File: src/rtl/snf_pkg.sv
// ----------------------------------------------------------------------------
// snf_pkg
// Shared types and constants for the SPI NOR flash slave.
// ----------------------------------------------------------------------------
package snf_pkg;

    localparam int ADDR_BYTES_W = 24;
    localparam int PTR_W        = 25;
    localparam int SPAN_W       = 26;

    // bus event codes
    localparam logic [1:0] CMD_SELECT  = 2'd0;
    localparam logic [1:0] CMD_RELEASE = 2'd1;
    localparam logic [1:0] CMD_BYTE    = 2'd2;
    localparam logic [1:0] CMD_UNUSED  = 2'd3;

    // opcodes
    localparam logic [7:0] OP_READ         = 8'h03;
    localparam logic [7:0] OP_PROGRAM      = 8'h02;
    localparam logic [7:0] OP_SECTOR_ERASE = 8'h20;
    localparam logic [7:0] OP_BLOCK_ERASE  = 8'hD8;
    localparam logic [7:0] OP_STATUS       = 8'h05;

    // address purpose
    localparam logic [1:0] PURPOSE_NONE    = 2'd0;
    localparam logic [1:0] PURPOSE_ERASE   = 2'd1;
    localparam logic [1:0] PURPOSE_PROGRAM = 2'd2;
    localparam logic [1:0] PURPOSE_READ    = 2'd3;

    // configuration register indexes
    localparam int CFG_IDX_W = 1;
    localparam logic [CFG_IDX_W-1:0] CFG_FORCE_ERROR = 1'd0;
    localparam logic [CFG_IDX_W-1:0] CFG_STICKY_BUSY = 1'd1;

    localparam logic [7:0] BYTE_IDLE   = 8'hFF;
    localparam logic [7:0] STATUS_WIP  = 8'h01;
    localparam logic [7:0] STATUS_NONE = 8'h00;
    localparam logic [1:0] ADDR_LEN    = 2'd3;

    typedef struct packed {
        logic accept;   // latch item, start array read
        logic commit;   // execute item, load result
        logic walk;     // write one erased byte
    } snf_cmd_t;

    typedef struct packed {
        logic out_free;
        logic erase_go;
        logic walk_last;
    } snf_sts_t;

endpackage

File: src/rtl/snf_ctrl.sv
// ----------------------------------------------------------------------------
// snf_ctrl
// Sequencer: array sweep, item accept, execute.
// ----------------------------------------------------------------------------
module snf_ctrl
(
    input  logic              clk,
    input  logic              rst_n,
    input  logic              s_tvalid,
    output logic              s_tready,
    input  snf_pkg::snf_sts_t sts,
    output snf_pkg::snf_cmd_t cmd
);

    localparam logic [1:0] ST_WALK = 2'd0;
    localparam logic [1:0] ST_IDLE = 2'd1;
    localparam logic [1:0] ST_EXEC = 2'd2;

    logic [1:0] state_reg;
    logic [1:0] state_next;

    assign s_tready   = (state_reg == ST_IDLE);
    assign cmd.accept = (state_reg == ST_IDLE) && s_tvalid;
    assign cmd.commit = (state_reg == ST_EXEC) && sts.out_free;
    assign cmd.walk   = (state_reg == ST_WALK);

    always_comb
    begin
        state_next = state_reg;
        case (state_reg)
            ST_WALK:
            begin
                if (sts.walk_last)
                begin
                    state_next = ST_IDLE;
                end
            end
            ST_IDLE:
            begin
                if (s_tvalid)
                begin
                    state_next = ST_EXEC;
                end
            end
            ST_EXEC:
            begin
                if (sts.out_free)
                begin
                    state_next = sts.erase_go ? ST_WALK : ST_IDLE;
                end
            end
            default:
            begin
                state_next = ST_IDLE;
            end
        endcase
    end

    always_ff @(posedge clk or negedge rst_n)
    begin
        if (!rst_n)
        begin
            state_reg <= ST_WALK;
        end
        else
        begin
            state_reg <= state_next;
        end
    end

endmodule

File: config.mk
export PLATFORM = sky130hd
export DESIGN_NAME = snf_ctrl
export DESIGN_NICKNAME = d
export VERILOG_FILES = /design/src/rtl/snf_pkg.sv /design/src/rtl/snf_ctrl.sv
export SDC_FILE = /design/constraint.sdc
export NUM_CORES = 1
export LEC_CHECK = 0
export BUFFER_PORTS_ARGS = -buffer_cell sky130_fd_sc_hd__buf_2
export CORE_AREA = 3 3 40 42
export CTS_CLUSTER_SIZE = 30
export DETAILED_ROUTE_END_ITERATION = 16
export DIE_AREA = 0 0 43 45
export RECOVER_POWER = 100
export SETUP_SLACK_MARGIN = 0.15
export SLEW_MARGIN = 15
export SYNTH_ARGS = -nofsm -noshare
export SYNTH_HDL_FRONTEND = slang
export SYNTH_SLANG_ARGS = --single-unit
File: constraint.sdc
create_clock -name clk -period 0.97 [get_ports clk]
set_clock_uncertainty 0.05 [all_clocks]
set_input_delay 0.1455 -clock clk [delete_from_list [all_inputs] [get_ports clk]]
set_output_delay 0.1455 -clock clk [all_outputs]
set_load 0.03 [all_outputs]
==> results.md, run 1 <==
- Status: finished, violations left
- Violated checks: negative setup slack
- Die area: 0.00194 mm²
- First-pass GRT wire length: 669 µm
- Hold Path Class: in2reg
- Row cnt: 13
- WL final: 368 µm
- Hold Path Depth: 3
- Die Height: 45 µm
- Fin worst setup slack: -0.229 ns
- Initial antenna violation count: 0
- Synth top area share: 44.9%
- IR drop worst, VDD: approximately 450 µV
- Hold Startpoint: sts[0]
- Antenna Nets Post-Route: 0
- # diodes: 0
- Final worst-path cycle share: 124%
- Global placer's final weighted congestion: ~0.6
- Worst Reg-to-Reg Cells: 3
- Synth area leader: dfrtp_1
- I/O pin count: 10
- Slew Limit Fails: 0
- Fill count: 143
- Leakage: 0.142 nW
- Via-to-Cell Ratio: around 3.5
- DRT iter0 DRCs: 0
- CP max stage delay: 0.40 ns
- Cell count after synthesis: 12
- Worst-Skew Late Latency: 0.22 ns
- # DRC: 0
- F_max: 834 MHz
- CTS tree: built
- CP max stage cell: dfrtp_1
- Worst path arrival time: 1.00 ns
- DP Wirelength: 252 µm
- Layout cells sized above 1: 73.3%
- Wire length per cell: 8.18 µm
- TritonCTS buffer count: 3
- Area delta synth->final: 148%
- CTS Sinks: 2
- Hold Path End: state_reg[0]
- Power density cells: 3440 mW/mm²
- Root Driver: clkbuf_4
- Synth Net Count: 18
- CP Max Fanout: 3
- Die width: 43 µm
- Ys Warns: 0
- Buffer levels on the longest clock path: 2
- Layout Nets: 38
- Cell variety after synth: 9
- Reg2Reg Setup Slack: -0.12 ns
- Vias: 158
- Starting Density: around 8.7%
- Largest register FFs: 2
- Initial DRT Pass Iterations: 1
- Final count of negative-setup-slack endpoints: 6
- Critical path class: reg2out
- Final Power: 0.952 mW
- Final Cell Area: 277 µm²
- Pin slew with the least headroom to its limit: 0.123 ns
- Final min period: between 1 and 1.5 ns
- R2r startpoint: state_reg[0]
- Setup crit start kind: flop
- Placed cell areas: 193 µm²
- Core ar.: 0.00128 mm²
- Post-Syn Area: between 100 and 150 µm²
- Final Hold Vio Count: 0
- Critical Path Start: state_reg[0]
- Max-cap check violation count: 0
- Port Buf Inserts: 9
- Sequential area share after synthesis: 44.9%
- Grt ovf: 0
- Slew HR: about nine tenths
- Reg2reg end: state_reg[1]
- Pin count of the biggest net entering global routing: 5
- Reg clk slew, reported paths: 0.03 ns
- Total track usage: 5.08%
- Required time worst endpoint: 0.77 ns
- Synth area leaders: dfrtp_1, a31o_1, and3b_1
- RSZ-0062 raised after global routing: yes
- Vias in the first global route: about 180
- Worst setup EP type: output port
- Htree depth: 1
- CP cell instances: inv_2, and3_2, buf_6
- Average size of a mapped cell: 9.28 µm²
- Seq cells post-synth: 2
## cells in the mapped netlist
cell	instances
a31o_1	1
a31oi_1	1
and3_1	1
and3b_1	1
dfrtp_1	2
inv_1	2
nand2b_2	1
nand3b_1	1
nor2_1	2
## power breakdown
part | internal [mW] | switching, mW | total, mW | leakage (nW)
clock network | 0.136 | 0.0455 | 0.182 | 0.0138
registers | 0.124 | 0.0373 | 0.161 | 0.0240
logic | 0.320 | 0.288 | 0.609 | 0.104
## kinds of logic (layout without fill, tap and decap cells)
group,after synthesis,in the layout,share of synthesized area [%]
and+or+nand+nor,6,6,34.8
AOI/OAI and AO/OA,2,2,13.5
DFF,2,2,44.9
buffers and inverters,2,20,6.74
## critical path, delay by kind of cell, from the launching register on
kind                   cells  cell delay (ns)
flip-flops                 1             0.40
AND/OR/NAND/NOR            1             0.18
buffers and inverters      2             0.21
## stage by stage
step	hold WS [ns]	setup TNS, ns	utilization [%]	instances	setup WS [ns]
after floorplan	-0.200	-0.171	-	12	-0.0708
after global placement	-0.119	-0.222	15.0	38	-0.0743
after global routing	0.163	-1.36	21.5	45	-0.267
after detailed placement	-0.117	-0.236	15.0	38	-0.0742
final	0.137	-1.07	21.5	45	-0.229
after CTS	0.133	-1.16	20.6	45	-0.236
## layer usage
| metal | up-vias | global-route usage, % | routed length, µm |
|---|---|---|---|
| li1 | 78 | - | - |
| met1 | 75 | 4.34 | 110 |
| met2 | 5 | 8.08 | 238 |
| met3 | 0 | 0.398 | 19 |
| met4 | 0 | 9.04 | 0 |
| met5 | - | 0 | 0 |
## cells in the final DEF, fill, tap and decap left out
cell type / synthesis / routed
dlygate4sd3_1: 0 / 1
a31oi_1: 1 / 1
nand3b_1: 1 / 1
inv_2: 0 / 1
clkbuf_4: 0 / 3
dfrtp_1: 2 / 2
a31o_1: 1 / 1
clkbuf_1: 0 / 1
buf_6: 0 / 4
nand2b_2: 1 / 1
buf_4: 0 / 5
and3_2: 0 / 1
inv_1: 2 / 1
buf_2: 0 / 4
and3b_2: 0 / 1
nor2_2: 0 / 2
## how the worst max path moves through the flow
stage                   endpoint  slack [ns]  depth (start not counted)
CTS                     s_tready       -0.24                          3
finish                    cmd[1]       -0.23                          3
global route              cmd[1]       -0.27                          3
detailed placement        cmd[2]       -0.07                          2
global placement          cmd[2]       -0.07                          2
floorplan           state_reg[1]       -0.07                          2
## area by class of cell
cell class / instances / area [µm²] / area share, %
timing repair buffer: 15 / 116 / 42.1
multi-input combinational: 8 / 61.3 / 22.2
sequential: 2 / 50.0 / 18.1
clock buffer: 3 / 22.5 / 8.14
tap: 15 / 18.8 / 6.79
inverter: 2 / 7.51 / 2.71
## what timing repair did
item,in CTS,in global routing
buffers inserted,3,0
cloned,0,0
gates resized for setup,7,4
endpoints found under the hold margin,2,0
setup endpoints to repair,6,6
pin swaps,1,1
hold buffers,1,0
(Power assumes the default switching activity.)
==> run 2, diff against run 1 <==
==> constraint.sdc (replaced) <==
create_clock -name clk -period 0.97 [get_ports clk]
set_clock_uncertainty 0.05 [all_clocks]
set_input_delay 0.194 -clock clk [delete_from_list [all_inputs] [get_ports clk]]
set_output_delay 0.194 -clock clk [all_outputs]
set_load 0.03 [all_outputs]
==> run 2 against run 1 <==
  * Register-to-register slack got worse by 0.11 ns
  * Hold slack improved by 0.048 ns
  * Global-route usage fell by 0.087 points
  * Maximum frequency fell by 4.7%
  * Highest routed layer unchanged
  * Critical endpoint is now cmd[2]
  * The flow still finishes with violations (negative setup slack)
  * Via count fell by 8.9%
  * Routed wire length fell by 3.8%
  * Clock power rose by 4%
==> results.md, run 2 (same netlist as run 1, synthesis figures left out) <==
- Status: finished, violations left
- Violated checks: negative setup slack
- Hold Path Class: in2reg
- # diodes: 0
- Die Height: 45 µm
- Worst path arrival time: ~1.0 ns
- Initial antenna violation count: 0
- Via-to-Cell Ratio: roughly 3.3
- CP Max Fanout: 5
- Non-filler cells, final: 44
- Wire length per cell: around 8 µm
- Final Power: 0.863 mW
- Multi-input gate area: 56.3 µm²
- Most frequent cells in the layout: buf_4, buf_2, clkbuf_4
- Reg area: roughly 50 µm²
- Row cnt: 13
- TritonCTS buffer count: 3
- Fin worst setup slack: -0.288 ns
- Die area: 0.00194 mm²
- Critical path class: reg2out
- Fill count: 148
- Reg2reg end: state_reg[1]
- Worst Reg-to-Reg Cells: 4
- Placed cell areas: between 200 and 250 µm²
- Vias in the first global route: between 150 and 200
- Pin slew with the least headroom to its limit: 0.123 ns
- Core ar.: 0.00128 mm²
- CTS Sinks: 2
- Vias: between 100 and 150
- Final Cell Area: 256 µm²
- Pin count of the biggest net entering global routing: 6
- Total track usage: between 4 and 5%
- Global placer's final weighted congestion: between 0.6 and 0.7
- CTS tree: built
- Fin Hold WS: 0.186 ns
- Hold Path End: state_reg[0]
- Power density cells: 3360 mW/mm²
- Initial DRT Pass Iterations: 1
- Starting Density: 8.67%
- WL final: 354 µm
- First-pass GRT wire length: about 610 µm
- Final Hold Vio Count: 0
- Setup crit start kind: flop
- Slew HR: 91.8%
- Largest register FFs: 2
- Area delta synth->final: 130%
- Leakage: 0.135 nW
- # DRC: 0
- Root Driver: clkbuf_4
- Final TNS setup: -1.28 ns
- Required time worst endpoint: 0.73 ns
- Htree depth: 1
- Worst setup EP type: output port
- Hold Startpoint: sts[0]
- IR drop worst, VDD: 722 µV
- I/O pin count: 10
- Antenna Nets Post-Route: 0
- Dpl cells: 39
- Hold Path Depth: 3
- RSZ-0062 raised after global routing: yes
- F_max: 795 MHz
- Grt ovf: 0
- DRT iter0 DRCs: 0
- Port Buf Inserts: 9
- Most common cell after layout, fill and taps aside: buf_4
- Layout cells sized above 1: about two thirds
- Worst-Skew Late Latency: 0.23 ns
- Reg2Reg Setup Slack: -0.23 ns
- Final count of negative-setup-slack endpoints: 6
- Final worst-path cycle share: 130%
- Slew Limit Fails: 0
- Reg clk slew, reported paths: about 0.030 ns
- Buffer levels on the longest clock path: 2
- R2r startpoint: state_reg[1]
- Final min period: about 1.3 ns
- Layout Nets: 37
- Max-cap check violation count: 0
- Die width: 43 µm
==> run 2: what timing repair did <==
action,in CTS,in global routing
hold buffers,1,0
pin swaps,2,0
gates resized for setup,7,0
endpoints found under the setup margin,6,6
buffers inserted,1,0
endpoints found under the hold margin,2,0
==> run 2: power breakdown <==
group | internal, mW | switching [mW] | total [mW] | leakage (nW)
clock network | 0.137 | 0.0523 | 0.189 | 0.0138
logic | 0.252 | 0.261 | 0.514 | 0.0968
registers | 0.124 | 0.0357 | 0.159 | 0.0240
total | 0.513 | 0.350 | 0.863 | 0.135
==> run 2: metrics by stage <==
stage	util (%)	setup WS, ns
2_1_floorplan	-	-0.0923
3_3_place_gp	15.6	-0.0893
3_5_place_dp	15.6	-0.105
4_1_cts	20.1	-0.299
5_1_grt	20.0	-0.342
6_report	20.0	-0.288
==> run 2: worst max-delay path by stage <==
stage,startpoint,endpoint,cells past startpoint
after floorplan,state_reg[0],s_tready,2
after global placement,state_reg[0],cmd[1],3
after detailed placement,state_reg[1],cmd[2],2
after CTS,state_reg[1],cmd[2],2
after global routing,state_reg[1],cmd[2],2
final,state_reg[1],cmd[2],2
==> run 2: final cells by class <==
type                       instances  share of cell area (%)
tap                               15                    7.32
sequential                         2                    19.5
clock buffer                       3                    8.78
multi-input combinational          8                    22.0
timing repair buffer              14                    39.5
inverter                           2                    2.93
==> run 2: critical path, cell delays in order (launching register included) <==
cell     delay (ns)
dfrtp_1        0.40
and3b_2        0.26
buf_6          0.13
==> run 2: routing by layer <==
metal	vias up	part of all wire (%)	GRT usage (%)
li1	75	-	-
met1	62	44	5.05
met2	7	49	6.29
met3	0	7.1	0
met4	0	0	10.8
met5	-	0	0
==> run 3, diff against run 2 <==
--- a/config.mk
+++ b/config.mk
@@ -5,11 +5,11 @@
 export SDC_FILE = /design/constraint.sdc
 export NUM_CORES = 1
 export LEC_CHECK = 0
-export BUFFER_PORTS_ARGS = -buffer_cell sky130_fd_sc_hd__buf_2
 export CORE_AREA = 3 3 40 42
 export CTS_CLUSTER_SIZE = 30
 export DETAILED_ROUTE_END_ITERATION = 16
 export DIE_AREA = 0 0 43 45
+export DONT_BUFFER_PORTS = 1
 export RECOVER_POWER = 100
 export SETUP_SLACK_MARGIN = 0.15
 export SLEW_MARGIN = 15
==> run 3 against run 2 <==
  * Worst setup slack improved by 0.035 ns
  * Sequential power about the same
  * Non-clock buffer count decreased by 8
  * Global-route usage increased by 0.42 points
  * Largest power group unchanged
  * Via count decreased by 13%
  * Hold slack got worse by 0.093 ns
  * Clock power about the same
  * Combinational power increased by 9.9%
  * Sequential share of layout area increased by 2.2 points
  * Routed wire length increased by 11%
  * The run still ends with negative setup slack left
==> results.md, run 3 (same netlist as run 1, synthesis figures left out) <==
- Reg2Reg Setup Slack: -0.09 ns
- Hold Path End: state_reg[0]
- Pin slew with the least headroom to its limit: 0.202 ns
- CP delay by family, top: flip-flops
- Hold Path Depth: 2
- F_max: 818 MHz
- Worst setup EP type: output port
- Fill count: 148
- Reg area: roughly 50 µm²
- Total track usage: 5.41%
- Buffer levels on the longest clock path: 2
- Leakage: 0.107 nW
- R2r startpoint: state_reg[1]
- Die width: 43 µm
- CTS Sinks: 2
- WP buf/inv: 0
- Post-place setup slack: -0.0772 ns
- Hold Path Class: in2reg
- Most frequent cells in the layout: clkbuf_4, buf_6, buf_4, dfrtp_1
- Wire length per cell: between 10 and 15 µm
- CP Max Fanout: 3
- Final Power: 0.907 mW
- TritonCTS buffer count: 3
- Final count of negative-setup-slack endpoints: 6
- Fin Hold WS: 0.0926 ns
- Non-filler cells, final: 36
- Final min period: 1.22 ns
- Slew HR: 86.5%
- Violated checks: negative setup slack
- Port Buf Inserts: 0
- Critical path class: reg2out
- Root Driver: clkbuf_4
- Global placer's final weighted congestion: 0.644
- Layout cells sized above 1: 61.9%
- Die Height: 45 µm
- CTS tree: built
- # diodes: 0
- Dpl cells: 30
- Status: finished, violations left
- CP max stage cell: dfrtp_1
- Slew Limit Fails: 0
- Vias: approximately 130
- Max-cap check violation count: 0
- Hold Startpoint: sts[0]
- Power density cells: roughly 3900 mW/mm²
- Layout Nets: 29
- Htree depth: 1
- Post-layout util: 17.9%
- Area delta synth->final: 107%
- IR drop worst, VDD: 566 µV
- Reg2reg end: state_reg[0]
- Core ar.: 0.00128 mm²
- Final Cell Area: 230 µm²
- Setup crit start kind: flop
- CP max stage delay: 0.38 ns
- # DRC: 0
- Initial antenna violation count: 0
- CP cell instances: and3b_2
- DRT iter0 DRCs: 1
- Starting Density: slightly below 9%
- Antenna Nets Post-Route: 0
- Via-to-Cell Ratio: 3.50
- WL final: 392 µm
- Required time worst endpoint: 0.73 ns
- Final Hold Vio Count: 0
- Worst Reg-to-Reg Cells: 4
- Final TNS setup: -1.03 ns
- Worst-Skew Late Latency: between 0.2 and 0.25 ns
- Largest register FFs: 2
- Fin worst setup slack: -0.253 ns
- I/O pin count: 10
- First-pass GRT wire length: about 600 µm
- Placed cell areas: 155 µm²
- RSZ-0062 raised after global routing: yes
- Final worst-path cycle share: 126%
- Worst path arrival time: 0.98 ns
- Multi-input gate area: 72.6 µm²
- Vias in the first global route: around 150
- Initial DRT Pass Iterations: 2
- Grt ovf: 0
- Die area: 0.00194 mm²
- Reg clk slew, reported paths: around 0.030 ns
- Row cnt: 13
- Pin count of the biggest net entering global routing: 5
-- run 3: cell count changes in the layout (fill, tap and decap cells not counted) --
| cell | delta |
|---|---|
| and3_2 | -1 |
| and3_4 | +1 |
| buf_2 | -4 |
| buf_4 | -4 |
| buf_6 | +1 |
| clkbuf_1 | -1 |
| nand2b_2 | -1 |
| nand2b_4 | +1 |
| nor2_1 | -1 |
| nor2_4 | +1 |
-- run 3: how the worst max path moves through the flow --
stage,startpoint,endpoint,slack (ns),cells past startpoint
detailed placement,state_reg[0],state_reg[1],-0.08,2
CTS,state_reg[1],cmd[2],-0.27,1
global placement,state_reg[0],state_reg[1],-0.06,2
finish,state_reg[1],cmd[2],-0.25,1
global route,state_reg[1],cmd[2],-0.29,1
floorplan,state_reg[0],s_tready,-0.09,2
-- run 3: what timing repair did --
action,CTS,global route
resized for setup,8,0
hold buffers,1,0
pin swaps,3,1
endpoints found under the setup margin,6,6
endpoints found under the hold margin,2,0
setup buffers,1,1
cloned,0,0
-- run 3: layout make-up --
type                       count  share of cell area, %
inverter                       2                   3.26
sequential                     2                   21.7
clock buffer                   3                   9.78
tap                           15                   8.15
timing repair buffer           6                   25.5
multi-input combinational      8                   31.5
-- run 3: layer usage --
metal	wire length (µm)	global-route usage, %	part of all wire (%)	vias up
li1	-	-	-	60
met1	112	3.13	29	59
met5	0	0	0	-
met4	0	10.8	0	0
met3	73	3.98	19	0
met2	206	7.19	53	7
-- run 3: power by group --
part	internal, mW	leakage [nW]	switching [mW]	total [mW]
clock network	0.137	0.0138	0.0494	0.186
logic	0.269	0.0689	0.295	0.565
registers	0.124	0.0240	0.0322	0.156
